<file path="src/sv/utcw_pkg.sv">
// Shared types, constants and helpers for the UTF-8 text cell writer.
`timescale 1ns / 1ps
package utcw_pkg;

  localparam int unsigned QueueDepth = 4;
  localparam int unsigned QPtrW      = $clog2(QueueDepth);
  localparam int unsigned QCntW      = $clog2(QueueDepth + 1);

  localparam logic [7:0]  BadGlyph   = 8'h3F;  // '?'
  localparam logic [20:0] MaxCp      = 21'h10FFFF;

  // One classified input item: a run of up to four cell writes.
  typedef struct packed {
    logic [6:0]  col;     // cursor column before the run
    logic [4:0]  row;
    logic        attr;
    logic [3:0]  mask;    // slots that survive clipping
    logic [2:0]  nq;      // leading '?' cells
    logic [31:0] glyph;
    logic [2:0]  len;
  } utcw_item_t;

  // Screen width of a code point: 0, 1 or 2 cells.
  function automatic logic [1:0] cell_width(input logic [20:0] cp);
    logic [1:0] w;
    w = 2'd1;
    if ((cp >= 21'h0300 && cp <= 21'h036F) || (cp >= 21'hFE00 && cp <= 21'hFE0F)) begin
      w = 2'd0;
    end else if ((cp >= 21'h1100 && cp <= 21'h115F) || (cp >= 21'h2E80 && cp <= 21'hA4CF) ||
                 (cp >= 21'hAC00 && cp <= 21'hD7A3) || (cp >= 21'hFF00 && cp <= 21'hFF60)) begin
      w = 2'd2;
    end
    return w;
  endfunction

endpackage

</file>
<file path="src/sv/utcw_front.sv">
// Front end: UTF-8 decode, cursor tracking and classification of each byte.
`timescale 1ns / 1ps
module utcw_front
  import utcw_pkg::*;
#(
  parameter int unsigned COLS = 80,
  parameter int unsigned ROWS = 25
) (
  input  logic       clk_i,
  input  logic       rst_ni,
  input  logic       in_valid_i,
  output logic       in_ready_o,
  input  logic [7:0] in_byte_i,
  input  logic       string_start_i,
  input  logic [6:0] start_col_i,
  input  logic [4:0] text_row_i,
  input  logic       text_attr_i,
  input  logic       string_end_i,
  input  logic       full_i,
  output logic       push_o,
  output utcw_item_t item_o
);

  logic [23:0] pend_bytes_q, pend_bytes_d;
  logic [1:0]  pend_cnt_q, pend_cnt_d;
  logic [2:0]  seq_len_q, seq_len_d;
  logic [6:0]  cur_col_q, cur_col_d;
  logic [4:0]  cur_row_q;
  logic        cur_attr_q;

  logic        accept;
  logic [6:0]  col_e;
  logic [4:0]  row_e;
  logic        attr_e;
  logic [23:0] bytes_e;
  logic [1:0]  cnt_e;
  logic [2:0]  len_e;
  logic [2:0]  nq;
  logic [1:0]  w;
  logic [31:0] gl;
  logic [2:0]  glen;
  logic        do_lead;
  logic [31:0] g;
  logic [20:0] cp;
  logic        ok;
  logic [2:0]  slots;
  logic [3:0]  mask;
  logic [7:0]  sum;

  assign accept     = in_valid_i && !full_i;
  assign in_ready_o = !full_i;

  assign col_e   = string_start_i ? start_col_i : cur_col_q;
  assign row_e   = string_start_i ? text_row_i  : cur_row_q;
  assign attr_e  = string_start_i ? text_attr_i : cur_attr_q;
  assign bytes_e = string_start_i ? 24'd0 : pend_bytes_q;
  assign cnt_e   = string_start_i ? 2'd0  : pend_cnt_q;
  assign len_e   = string_start_i ? 3'd0  : seq_len_q;

  always_comb begin
    nq           = 3'd0;
    w            = 2'd0;
    gl           = {24'd0, in_byte_i};
    glen         = 3'd1;
    do_lead      = 1'b0;
    pend_bytes_d = bytes_e;
    pend_cnt_d   = cnt_e;
    seq_len_d    = len_e;
    g            = 32'd0;
    cp           = 21'd0;
    ok           = 1'b0;

    if (len_e == 3'd0 || cnt_e == 2'd0) begin
      do_lead      = 1'b1;
      pend_bytes_d = 24'd0;
      pend_cnt_d   = 2'd0;
      seq_len_d    = 3'd0;
    end else if (in_byte_i[7:6] != 2'b10) begin
      // broken sequence: one '?' per held byte, then decode this one afresh
      nq           = {1'b0, cnt_e};
      do_lead      = 1'b1;
      pend_bytes_d = 24'd0;
      pend_cnt_d   = 2'd0;
      seq_len_d    = 3'd0;
    end else if (({1'b0, cnt_e} + 3'd1) < len_e) begin
      case (cnt_e)
        2'd1:    pend_bytes_d[15:8]  = in_byte_i;
        default: pend_bytes_d[23:16] = in_byte_i;
      endcase
      pend_cnt_d = cnt_e + 2'd1;
    end else begin
      case (cnt_e)
        2'd1:    g = {16'd0, in_byte_i, bytes_e[7:0]};
        2'd2:    g = {8'd0, in_byte_i, bytes_e[15:0]};
        default: g = {in_byte_i, bytes_e};
      endcase
      case (len_e)
        3'd2: begin
          cp = {10'd0, g[4:0], g[13:8]};
          ok = cp >= 21'h80;
        end
        3'd3: begin
          cp = {5'd0, g[3:0], g[13:8], g[21:16]};
          ok = cp >= 21'h800;
        end
        default: begin
          cp = {g[2:0], g[13:8], g[21:16], g[29:24]};
          ok = cp >= 21'h10000 && cp <= MaxCp;
        end
      endcase
      if (ok) begin
        w    = cell_width(cp);
        gl   = g;
        glen = len_e;
      end else begin
        nq = len_e;
      end
      pend_bytes_d = 24'd0;
      pend_cnt_d   = 2'd0;
      seq_len_d    = 3'd0;
    end

    if (do_lead) begin
      if (in_byte_i[7] == 1'b0) begin
        w    = 2'd1;
        gl   = {24'd0, in_byte_i};
        glen = 3'd1;
      end else if (in_byte_i[7:5] == 3'b110) begin
        pend_bytes_d = {16'd0, in_byte_i};
        pend_cnt_d   = 2'd1;
        seq_len_d    = 3'd2;
      end else if (in_byte_i[7:4] == 4'b1110) begin
        pend_bytes_d = {16'd0, in_byte_i};
        pend_cnt_d   = 2'd1;
        seq_len_d    = 3'd3;
      end else if (in_byte_i[7:3] == 5'b11110) begin
        pend_bytes_d = {16'd0, in_byte_i};
        pend_cnt_d   = 2'd1;
        seq_len_d    = 3'd4;
      end else begin
        nq = nq + 3'd1;
      end
    end

    // end of string flushes whatever is still open
    if (string_end_i && seq_len_d != 3'd0) begin
      nq           = nq + {1'b0, pend_cnt_d};
      pend_bytes_d = 24'd0;
      pend_cnt_d   = 2'd0;
      seq_len_d    = 3'd0;
    end
  end

  assign slots = nq + {1'b0, w};

  always_comb begin
    for (int j = 0; j < 4; j++) begin
      mask[j] = (3'(j) < slots) &&
                (({1'b0, col_e} + 8'(j)) < 8'(COLS)) &&
                ({1'b0, row_e} < 6'(ROWS));
    end
  end

  assign sum       = {1'b0, col_e} + {5'd0, nq} + {6'd0, w};
  assign cur_col_d = (sum > 8'd127) ? 7'd127 : sum[6:0];

  assign push_o      = accept && (mask != 4'd0);
  assign item_o.col   = col_e;
  assign item_o.row   = row_e;
  assign item_o.attr  = attr_e;
  assign item_o.mask  = mask;
  assign item_o.nq    = nq;
  assign item_o.glyph = gl;
  assign item_o.len   = glen;

  always_ff @(posedge clk_i or negedge rst_ni) begin
    if (!rst_ni) begin
      pend_bytes_q <= 24'd0;
      pend_cnt_q   <= 2'd0;
      seq_len_q    <= 3'd0;
      cur_col_q    <= 7'd0;
      cur_row_q    <= 5'd0;
      cur_attr_q   <= 1'b0;
    end else if (accept) begin
      pend_bytes_q <= pend_bytes_d;
      pend_cnt_q   <= pend_cnt_d;
      seq_len_q    <= seq_len_d;
      cur_col_q    <= cur_col_d;
      cur_row_q    <= row_e;
      cur_attr_q   <= attr_e;
    end
  end

endmodule

</file>
<file path="src/sv/utcw_queue.sv">
// Short FIFO of classified items between front and back.
`timescale 1ns / 1ps
module utcw_queue
  import utcw_pkg::*;
(
  input  logic       clk_i,
  input  logic       rst_ni,
  input  logic       push_i,
  input  utcw_item_t item_i,
  output logic       full_o,
  input  logic       pop_i,
  output logic       empty_o,
  output utcw_item_t item_o
);

  utcw_item_t       mem_q [QueueDepth];
  logic [QPtrW-1:0] wr_ptr_q, rd_ptr_q;
  logic [QCntW-1:0] cnt_q;
  logic             do_push, do_pop;

  assign full_o  = cnt_q == QCntW'(QueueDepth);
  assign empty_o = cnt_q == '0;
  assign do_push = push_i && !full_o;
  assign do_pop  = pop_i && !empty_o;
  assign item_o  = mem_q[rd_ptr_q];

  always_ff @(posedge clk_i) begin
    if (do_push) begin
      mem_q[wr_ptr_q] <= item_i;
    end
  end

  always_ff @(posedge clk_i or negedge rst_ni) begin
    if (!rst_ni) begin
      wr_ptr_q <= '0;
      rd_ptr_q <= '0;
      cnt_q    <= '0;
    end else begin
      if (do_push) begin
        wr_ptr_q <= (wr_ptr_q == QPtrW'(QueueDepth - 1)) ? '0 : wr_ptr_q + 1'b1;
      end
      if (do_pop) begin
        rd_ptr_q <= (rd_ptr_q == QPtrW'(QueueDepth - 1)) ? '0 : rd_ptr_q + 1'b1;
      end
      if (do_push && !do_pop) begin
        cnt_q <= cnt_q + 1'b1;
      end else if (do_pop && !do_push) begin
        cnt_q <= cnt_q - 1'b1;
      end
    end
  end

endmodule

</file>
<file path="src/sv/utcw_back.sv">
// Back end: expands each item into cell writes into an output register, one per cycle unless the receiver stalls.
`timescale 1ns / 1ps
module utcw_back
  import utcw_pkg::*;
(
  input  logic        clk_i,
  input  logic        rst_ni,
  input  logic        q_empty_i,
  input  utcw_item_t  q_item_i,
  output logic        q_pop_o,
  output logic        out_valid_o,
  input  logic        out_ready_i,
  output logic [6:0]  cell_col_o,
  output logic [4:0]  cell_row_o,
  output logic [31:0] glyph_bytes_o,
  output logic [2:0]  glyph_len_o,
  output logic        cell_attr_o,
  output logic        last_of_run_o
);

  utcw_item_t  cur_q;
  logic        cur_valid_q, cur_valid_d;
  logic [3:0]  mask_q, mask_d;
  logic        out_valid_q;

  logic        emit, load, done;
  logic [3:0]  pick, rem;
  logic [1:0]  slot;

  assign pick = mask_q & (~mask_q + 4'd1);
  assign rem  = mask_q & ~pick;

  always_comb begin
    case (pick)
      4'b0010: slot = 2'd1;
      4'b0100: slot = 2'd2;
      4'b1000: slot = 2'd3;
      default: slot = 2'd0;
    endcase
  end

  assign emit    = cur_valid_q && (!out_valid_q || out_ready_i);
  assign done    = emit && (rem == 4'd0);
  assign load    = !q_empty_i && (!cur_valid_q || done);
  assign q_pop_o = load;

  assign cur_valid_d = load ? 1'b1 : (done ? 1'b0 : cur_valid_q);
  assign mask_d      = load ? q_item_i.mask : (emit ? rem : mask_q);

  always_ff @(posedge clk_i or negedge rst_ni) begin
    if (!rst_ni) begin
      cur_valid_q <= 1'b0;
      mask_q      <= 4'd0;
      out_valid_q <= 1'b0;
    end else begin
      cur_valid_q <= cur_valid_d;
      mask_q      <= mask_d;
      if (emit) begin
        out_valid_q <= 1'b1;
      end else if (out_ready_i) begin
        out_valid_q <= 1'b0;
      end
    end
  end

  always_ff @(posedge clk_i) begin
    if (load) begin
      cur_q <= q_item_i;
    end
    if (emit) begin
      cell_col_o    <= cur_q.col + {5'd0, slot};
      cell_row_o    <= cur_q.row;
      cell_attr_o   <= cur_q.attr;
      last_of_run_o <= rem == 4'd0;
      if ({1'b0, slot} < cur_q.nq) begin
        glyph_bytes_o <= {24'd0, BadGlyph};
        glyph_len_o   <= 3'd1;
      end else if ({1'b0, slot} == cur_q.nq) begin
        glyph_bytes_o <= cur_q.glyph;
        glyph_len_o   <= cur_q.len;
      end else begin
        glyph_bytes_o <= 32'd0;
        glyph_len_o   <= 3'd0;
      end
    end
  end

  assign out_valid_o = out_valid_q;

endmodule

</file>
<file path="src/sv/utf8_text_cell_writer_core.sv">
// Top level of the UTF-8 text cell writer: stream ports, front, queue and back.
// Path: queue, back item register, output register. Throughput: one byte per cycle in
// while the queue has room, one cell write per cycle out while the receiver is ready;
// a byte yields 0..4 writes; a four-item queue and the output register absorb bursts.
// Reset (rst_ni low, asynchronous): no open sequence, cursor at column 0, row 0,
// attribute 0; queue and output register empty.
`timescale 1ns / 1ps
module utf8_text_cell_writer_core
  import utcw_pkg::*;
#(
  parameter int unsigned COLS = 80,  // screen width, 2..127
  parameter int unsigned ROWS = 25   // screen height, 1..31
) (
  input  logic        clk_i,
  input  logic        rst_ni,
  // byte stream in
  input  logic        s_axis_tvalid,
  output logic        s_axis_tready,
  input  logic [23:0] s_axis_tdata,  // in_byte[7:0], start_col[14:8], text_row[19:15],
                                     // text_attr[20], zero[23:21]
  input  logic        s_axis_tuser,  // string_start
  input  logic        s_axis_tlast,  // string_end
  // cell writes out
  output logic        m_axis_tvalid,
  input  logic        m_axis_tready,
  output logic [47:0] m_axis_tdata,  // cell_col[6:0], cell_row[11:7], glyph_bytes[43:12],
                                     // glyph_len[46:44], cell_attr[47]
  output logic        m_axis_tlast   // last_of_run
);

  utcw_item_t  push_item, pop_item;
  logic        push, full, pop, empty;
  logic [6:0]  cell_col;
  logic [4:0]  cell_row;
  logic [31:0] glyph_bytes;
  logic [2:0]  glyph_len;
  logic        cell_attr;

  // Front: decodes one byte per cycle unless the queue is full, updates the cursor at acceptance. Items that
  // leave no visible cell (continuation held, zero-width mark, all clipped) are not queued.
  utcw_front #(
    .COLS (COLS),
    .ROWS (ROWS)
  ) u_front (
    .clk_i          (clk_i),
    .rst_ni         (rst_ni),
    .in_valid_i     (s_axis_tvalid),
    .in_ready_o     (s_axis_tready),
    .in_byte_i      (s_axis_tdata[7:0]),
    .string_start_i (s_axis_tuser),
    .start_col_i    (s_axis_tdata[14:8]),
    .text_row_i     (s_axis_tdata[19:15]),
    .text_attr_i    (s_axis_tdata[20]),
    .string_end_i   (s_axis_tlast),
    .full_i         (full),
    .push_o         (push),
    .item_o         (push_item)
  );

  // Queue decouples decode from the write expansion.
  utcw_queue u_queue (
    .clk_i   (clk_i),
    .rst_ni  (rst_ni),
    .push_i  (push),
    .item_i  (push_item),
    .full_o  (full),
    .pop_i   (pop),
    .empty_o (empty),
    .item_o  (pop_item)
  );

  // Back: walks the surviving slots of an item, lowest first; last one carries tlast.
  utcw_back u_back (
    .clk_i         (clk_i),
    .rst_ni        (rst_ni),
    .q_empty_i     (empty),
    .q_item_i      (pop_item),
    .q_pop_o       (pop),
    .out_valid_o   (m_axis_tvalid),
    .out_ready_i   (m_axis_tready),
    .cell_col_o    (cell_col),
    .cell_row_o    (cell_row),
    .glyph_bytes_o (glyph_bytes),
    .glyph_len_o   (glyph_len),
    .cell_attr_o   (cell_attr),
    .last_of_run_o (m_axis_tlast)
  );

  assign m_axis_tdata = {cell_attr, glyph_len, glyph_bytes, cell_row, cell_col};

endmodule

</file>
<file path="config.mk">
export PLATFORM = sky130hd
export DESIGN_NAME = utf8_text_cell_writer_core
export DESIGN_NICKNAME = d
export VERILOG_FILES = /design/src/sv/utcw_pkg.sv /design/src/sv/utcw_front.sv /design/src/sv/utcw_queue.sv /design/src/sv/utcw_back.sv /design/src/sv/utf8_text_cell_writer_core.sv
export SDC_FILE = /design/constraint.sdc
export NUM_CORES = 1
export LEC_CHECK = 0
export BUFFER_PORTS_ARGS = -buffer_cell sky130_fd_sc_hd__buf_2
export CORE_MARGIN = 4
export CORE_UTILIZATION = 35
export CTS_BUF_LIST = sky130_fd_sc_hd__clkbuf_2 sky130_fd_sc_hd__clkbuf_4 sky130_fd_sc_hd__clkbuf_8
export DETAILED_ROUTE_END_ITERATION = 8
export SETUP_SLACK_MARGIN = 0.3
export SLEW_MARGIN = 20
export SYNTH_ARGS = -nofsm -noshare
export SYNTH_HDL_FRONTEND = slang
export SYNTH_SLANG_ARGS = --single-unit
</file>
<file path="constraint.sdc">
create_clock -name clk_i -period 6.5 [get_ports clk_i]
set_clock_uncertainty 0.05 [all_clocks]
set_input_delay 1.3 -clock clk_i [delete_from_list [all_inputs] [get_ports clk_i]]
set_output_delay 1.3 -clock clk_i [all_outputs]
set_load 0.01 [all_outputs]
</file>
==> results.toml, run 1 <==
[run_status]
run_status = "finished, final reports clean"

[floorplanning]
die_h_um = 221
start_util_pct = 35.7
dieWidth_um = 221
core_area_um2 = 44600
floorplan.io_pins = 81
design.die.area_um2 = 49000
row_count = 77

[timing]
timing.final.crit_period_ps = 5880
slew_viol_final = 0
timing_worst_slew_pin_value_ps = 966
hold_viol_final = 0
fmax_mhz = 170
slew_headroom_pct = 35.6
final-setup-viol-count = 0
grt_setup_unrepaired = "no"
final.period_utilization_pct = 90.5
finalSetupTns_ps = 0

[clock_network]
clock_insertion_delay_worst_skew_ps = 610
ctsRootBufferMaster = "clkbuf_8"
clkSinkCount = 375
clkTransAtPathRegs_ps = 60
clockBufferDepth = 3
cts-buffers-inserted = 57
htree_num_levels = 2
postCtsSetupBuffers = 0
tritoncts = "done"

[placed_design]
place_congestion = 0.884
place_area_um2 = 17300
dp_hpwl_mm = 23.1
buffer_ports.inserted = 77
dp.cells = 1683

[detailed_routing]
ant_nets = 0
initial_drc_count = 705
final_wirelength_mm = 35.2
post_route_drc_violation_count = 0
detailedRoute.firstPassIterationCount = 5
routedWlPerCell_um = 19.7
vias = 9227
vias_per_cell = 5.15

[final_layout]
n_antenna_cell = 0
fin_util_pct = 41.5
layout_commonest_cell = "edfxtp_1"
finish.instance_area_um2 = 18500
area_growth_syn_to_layout_pct = 16.2
final_cells = 1790
filler_cell_count = 4058
proportion_of_layout_cells_with_a_drive_suffix_above_1_pct = 27.7
total_number_of_nets_in_the_final_design = 1206
commonest_cells_after_routing_fill_and_taps_aside = "320 x edfxtp_1, 79 x nand2_1, 77 x buf_2"

[run]
cap_viol_max_count = 0

[critical_path]
worstReg2RegStart = "u_front.pend_cnt_q[1]"
element_type_at_the_critical_path_end = "flop"
timing_worst_setup_path_type = "input port to flop"
destination_of_the_worst_register_to_register_timing_path = "u_queue.cnt_q[1]"
r2r_cells = 17
timing.critical_path.from_type = "input port"
crit_arrival_ps = 6310
reg2reg_slack_ps = 690
cp_max_fo = 5
cp.required_ps = 6930

[grt]
largest_net_degree_at_the_start_of_global_routing = 57
globalRouteMet1Util_pct = 20.0
grt.met2_usage_pct = 22.3
grt.total_usage_pct = 14.2
grt_antenna_before_repair = 3
globalRoute.totalOverflow = 0
grt_first_pass_wirelength_mm = 55.4
first_global_vias = 9396
grt_util_met3_pct = 3.17
grt-busiest-layer = "met2"

[min_path]
min-delay-start = "u_back.cur_q[42]"
whs_path_depth = 0
worst_hold_path_type = "flop to flop"
worstHoldEndpoint = "u_back.cell_attr_o"

[synthesis]
synth_seq_area_share_pct = 68.9
number_of_enable_flip_flop_cells_after_synthesis = 320
share_of_flip_flops_with_an_asynchronous_set_or_reset_pct = 14.7
synthCells = 1007
ys_seq_elements = 375
synthDistinctLibCells = 85
post_synthesis_area_per_instance_um2 = 15.8
synth.cell_area_um2 = 15900
synth_flop_cell = "edfxtp_1"
synth.yosys.warnings = 0

[power]
cellPowerDensity_nw_per_um2 = 389
post-layout-total-power_mw = 7.21
power_leakage_nw = 6.69
power.ir.vdd_worst_uv = 172
cell usage after synthesis (5+ instances only):
library cell / number / area, um^2
o211ai_1: 5 / 37.5
fa_1: 7 / 140
a211oi_1: 5 / 37.5
a211o_1: 5 / 43.8
nor3_1: 14 / 70.1
or3_1: 8 / 50.1
xnor2_1: 7 / 61.3
nand2b_1: 6 / 37.5
o21a_1: 5 / 37.5
ha_1: 19 / 238
and3_1: 6 / 37.5
buf_2: 9 / 45.0
a22oi_1: 7 / 52.6
a22o_1: 10 / 87.6
a31oi_1: 11 / 68.8
a21oi_1: 23 / 115
nand2_1: 79 / 297
buf_1: 10 / 37.5
nand3_1: 13 / 65.1
mux4_2: 55 / 1240
inv_1: 28 / 105
nor4_1: 5 / 31.3
o22ai_1: 6 / 37.5
nor2_1: 54 / 203
a21o_1: 14 / 105
nor2b_1: 14 / 87.6
edfxtp_1: 320 / 9610
o21ai_0: 26 / 130
mux2i_1: 11 / 110
mux2_2: 13 / 146
dfrtp_1: 55 / 1380
xor2_1: 5 / 43.8
and2_1: 46 / 288
clkbuf_1: 26 / 97.6
flip-flops by register name, summed over array words and instances (netlist names), 2 cells and up:
signal	flops
u_queue.mem_q	220
u_back.cur_q	51
u_back.glyph_bytes_o	32
u_front.pend_bytes_q	24
u_back.cell_col_o	7
u_front.cur_col_q	7
u_back.cell_row_o	5
u_front.cur_row_q	5
u_back.mask_q	4
u_back.glyph_len_o	3
u_front.seq_len_q	3
u_queue.cnt_q	3
u_front.pend_cnt_q	2
u_queue.rd_ptr_q	2
u_queue.wr_ptr_q	2
power by group:
part / switching (mW) / total [mW] / internal, mW
Clock: 0.905 / 1.94 / 1.04
Sequential: 0.250 / 3.55 / 3.30
Combinational: 0.974 / 1.72 / 0.743
Total: 2.13 / 7.21 / 5.08
cell families (layout without fill, tap and decap cells):
kind of cell               Yosys count  after routing  synth area share [%]
AOI/OAI and AO/OA                  166            166                  7.71
and+or+nand+nor                    265            265                  8.48
xor gates and xnor gates            14             14                 0.864
buffers and inverters               78            266                  2.03
muxes                               81             81                  9.52
other                                1              4                0.0235
adders and majority gates           27             27                  2.43
DFF                                375            375                  68.9
what timing repair did:
item	CTS	global route
setup endpoints to repair	0	2
gates resized for setup	0	1
hold buffers	0	0
cell type report:
class,count,area (um^2),area share (%)
repair buffers,130,833,4.50
inverters,29,114,0.615
well taps,592,741,4.00
clock buffers,79,993,5.37
clock inverters,28,173,0.932
flip-flops and latches,375,11000,59.4
multi-input cells,557,4670,25.2
worst max-delay path, stage by stage:
cell and delay (ps):
buf_2 150, and4bb_2 270, a31oi_4 150, a31oi_1 90
or4_4 540, a211o_1 350, a2111oi_4 330, ha_1 290
mux2_4 270, fa_1 430, mux2_4 310, fa_2 360
xor2_2 190, o311a_4 400, ha_4 170, inv_2 40
fa_1 390, mux2_2 270
worst max-delay path by stage:
stage                                      from              endpoint  slack, ps
after global routing      u_front.pend_cnt_q[1]  u_front.cur_col_q[5]        360
after CTS                 u_front.pend_cnt_q[0]      u_queue.cnt_q[1]        640
after global placement             s_axis_tuser      u_queue.cnt_q[1]         90
after detailed placement           s_axis_tuser      u_queue.cnt_q[1]          8
after floorplan                 s_axis_tdata[5]      u_queue.cnt_q[1]        240
final                              s_axis_tuser      u_queue.cnt_q[1]        620
per-layer routing:
layer / vias to the layer above / wire length (um)
met5: - / 28
met4: 6 / 857
met2: 272 / 16300
met1: 4670 / 15800
li1: 4205 / -
met3: 74 / 2230
stage by stage:
step	hold WS, ps	setup WS, ps
after detailed placement	361	8.31
after global routing	387	362
after global placement	356	91.8
after CTS	374	635
after floorplan	350	242
final	372	620
No activity file was read; power rests on OpenSTA's default activity.
==> run 2: changes to the inputs <==
--- a/config.mk
+++ b/config.mk
@@ -14,4 +14,5 @@
 export SLEW_MARGIN = 20
 export SYNTH_ARGS = -nofsm -noshare
 export SYNTH_HDL_FRONTEND = slang
+export SYNTH_HIERARCHICAL = 1
 export SYNTH_SLANG_ARGS = --single-unit
==> run 2 against run 1 <==
Against the previous run: utilization about the same; via count increased by 2.7%; clock-buffer cell count increased by 4; synthesized cell count increased by 2.8%; global-route usage increased by 0.32 points; non-clock buffer count increased by 11; flip-flop and latch count unchanged; clock power increased by 4%; final area increased by 2.1%; total power increased by 2.0%; sequential share of layout area decreased by 1.2 points; combinational power about the same.
==> results.toml, run 2 <==
[detailed_routing]
initial_drc_count = 785
routedWlPerCell_um = 19.8
final_wirelength_mm = 36.4
vias_per_cell = 5.16
vias = 9480
detailedRoute.firstPassIterationCount = 7
post_route_drc_violation_count = 0
ant_nets = 0

[run_status]
run_status = "finished, final reports clean"

[power]
power.ir.vdd_worst_uv = 173
cellPowerDensity_nw_per_um2 = 389
power_leakage_nw = 6.82

[synthesis]
synthCells = 1035
synth_common_cells = "320 x edfxtp_1, 58 x nor2_1, 57 x nand2_1"
share_of_flip_flops_with_an_asynchronous_set_or_reset_pct = 14.7
synth_area_leader_cell = "edfxtp_1"
synth_seq_area_share_pct = 67.8
yosysMostFrequentCell = "edfxtp_1"
post_synthesis_area_per_instance_um2 = 15.7
netlist_top_cells_area = "edfxtp_1 59%, dfrtp_1 8.5%, mux4_2 7.6%"
synthDistinctLibCells = 86
ys_seq_elements = 375
synthesis.nets = 1091
synth.cell_area_um2 = 16200
synth_top_cell_area_share_pct = 59.3
synth.yosys.warnings = 6
number_of_enable_flip_flop_cells_after_synthesis = 320
synth_flop_cell = "edfxtp_1"

[timing]
grt_setup_unrepaired = "no"
slew_headroom_pct = 37.7
finalSetupTns_ps = 0
final-setup-viol-count = 0
hold_viol_final = 0
timing.final.crit_period_ps = 5830
final.period_utilization_pct = 89.7
timing_worst_slew_pin_value_ps = 922
fmax_mhz = 172
slew_viol_final = 0
final.hold.worst_slack_ps = 384

[placed_design]
buffer_ports.inserted = 77
place_area_um2 = 17700
dp_hpwl_mm = 24.0
place_congestion = 0.923
dp.cells = 1723

[floorplanning]
core_area_um2 = 45600
design.die.area_um2 = 49800
die_h_um = 223
start_util_pct = 35.6
floorplan.io_pins = 81
dieWidth_um = 223
row_count = 78

[grt]
first_global_vias = 9674
globalRoute.totalOverflow = 0
grt_first_pass_wirelength_mm = 57.3
grt.total_usage_pct = 14.6
largest_net_degree_at_the_start_of_global_routing = 58
grt_antenna_before_repair = 8

[final_layout]
total_number_of_nets_in_the_final_design = 1239
final_cells = 1836
biggestRegsByFlops = "u_queue/mem_q x220, u_back/cur_q x51, u_back/glyph_bytes_o x32"
area_growth_syn_to_layout_pct = 16.6
layout_commonest_cell = "edfxtp_1"
largest_reg_flops = 220
largest_register = "u_queue/mem_q"
proportion_of_layout_cells_with_a_drive_suffix_above_1_pct = 27.6
finish.instance_area_um2 = 18900
commonest_cells_after_routing_fill_and_taps_aside = "320 x edfxtp_1, 77 x buf_2, 62 x clkbuf_8"

[critical_path]
cp_num_buf_inv = 3
cp_max_fo = 7
critPathTopFamily = "adder cells"
crit_arrival_ps = 6300
timing.critical_path.slowest_cell_delay_ps = 530
cp.required_ps = 6970
crit_path_cell_trace = "buf_2 > and4bb_1 > a2111oi_1 > o21a_1 > nor4_1 > buf_4 > o31a_1 > nor4_2 > ha_1 > mux2_2 > fa_1 > mux2i_1 > fa_2 > xor2_2 > nand2_1 > o2111a_1 > nor2b_1 > ha_1 > inv_1 > fa_1 > xor2_1 > nor2_1 > xor2_1"
timing.critical_path.from_type = "input port"
element_type_at_the_critical_path_end = "flop"
cpMaxStageDelayCell = "fa_1"
timing_worst_setup_path_type = "input port to flop"

[clock_network]
postCtsSetupBuffers = 0
clockBufferDepth = 3
ctsRootBufferMaster = "clkbuf_8"
cts-buffers-inserted = 58
htree_num_levels = 2
clkSinkCount = 375
tritoncts = "done"
clock_insertion_delay_worst_skew_ps = 610
cts.hold.buffers_added = 0
clkTransAtPathRegs_ps = 70

[run]
cap_viol_max_count = 0

[min_path]
worst_hold_path_type = "flop to flop"
## run 2: cell count changes in the layout (fill, tap and decap cells not counted), sizes merged, moves of 6 or more
cell   change
or3        -6
buf       +11
a31oi      -6
nand2     -22
a21oi     +12
inv       +13
## run 2: power by group
| part | internal, mW | switching [mW] |
|---|---|---|
| logic | 0.781 | 0.972 |
| clock network | 1.12 | 0.892 |
| registers | 3.29 | 0.290 |
| total | 5.20 | 2.16 |
## run 2: routing by layer
| metal | track usage, % | share of wire (%) | up-vias | wire length (um) |
|---|---|---|---|---|
| met5 | 0 | 0.19 | - | 71 |
| met2 | 23.3 | 47 | 305 | 17200 |
| met4 | 3.90 | 1.7 | 12 | 612 |
| li1 | - | - | 4330 | - |
| met1 | 20.3 | 45 | 4768 | 16300 |
| met3 | 3.17 | 6.3 | 65 | 2290 |
## run 2: worst paths after layout
| kind | endpoint | startpoint | cells after the start | slack, ps |
|---|---|---|---|---|
| setup / recovery | u_queue/cnt_q[2] | s_axis_tuser | 23 | 670 |
| max in group asynchronous | u_queue/rd_ptr_q[0] | rst_ni | 2 | 4980 |
| setup reg to reg | u_queue/cnt_q[2] | u_front/pend_cnt_q[1] | 24 | 840 |
| hold / removal | u_back/cell_row_o[2] | u_back/cur_q[45] | 0 | 380 |
| hold reg to reg | u_back/cell_row_o[2] | u_back/cur_q[45] | 0 | 380 |
| min in group asynchronous | u_queue/cnt_q[0] | rst_ni | 2 | 830 |
## run 2: area by class of cell
type	count	area (um^2)
Fill cell	4124	26700
Inverter	41	155
Tap cell	600	751
Clock buffer	83	1010
Multi-Input combinational cell	566	4810
Antenna cell	4	10.0
Sequential cell	375	11000
Timing Repair Buffer	141	966
Clock inverter	26	200
## run 2: cells by family (layout without fill, tap and decap cells)
| kind of cell | count (synthesis) | after routing | synth area share [%] |
|---|---|---|---|
| other | 1 | 5 | 0.0231 |
| buffers and inverters | 94 | 291 | 2.72 |
| AND/OR/NAND/NOR | 257 | 257 | 8.38 |
| XOR/XNOR | 14 | 14 | 0.803 |
| flip-flops | 375 | 375 | 67.8 |
| multiplexers | 86 | 86 | 9.80 |
| AO/OA/AOI/OAI | 182 | 182 | 8.17 |
| adder cells (fa/ha/maj) | 26 | 26 | 2.33 |
## run 2: stage by stage
step	utilization [%]	power (mW)	setup WS, ps
finish	41.5	7.35	671
global route	41.4	7.80	399
CTS	41.4	7.48	662
detailed placement	38.8	5.43	11.2
global placement	38.8	5.38	69.9
floorplan	-	4.81	325
## run 2: what timing repair did
item | 4_1_cts | 5_1_grt
hold endpoints to repair | 0 | 0
endpoints found under the setup margin | 0 | 1
resized for setup | 0 | 1
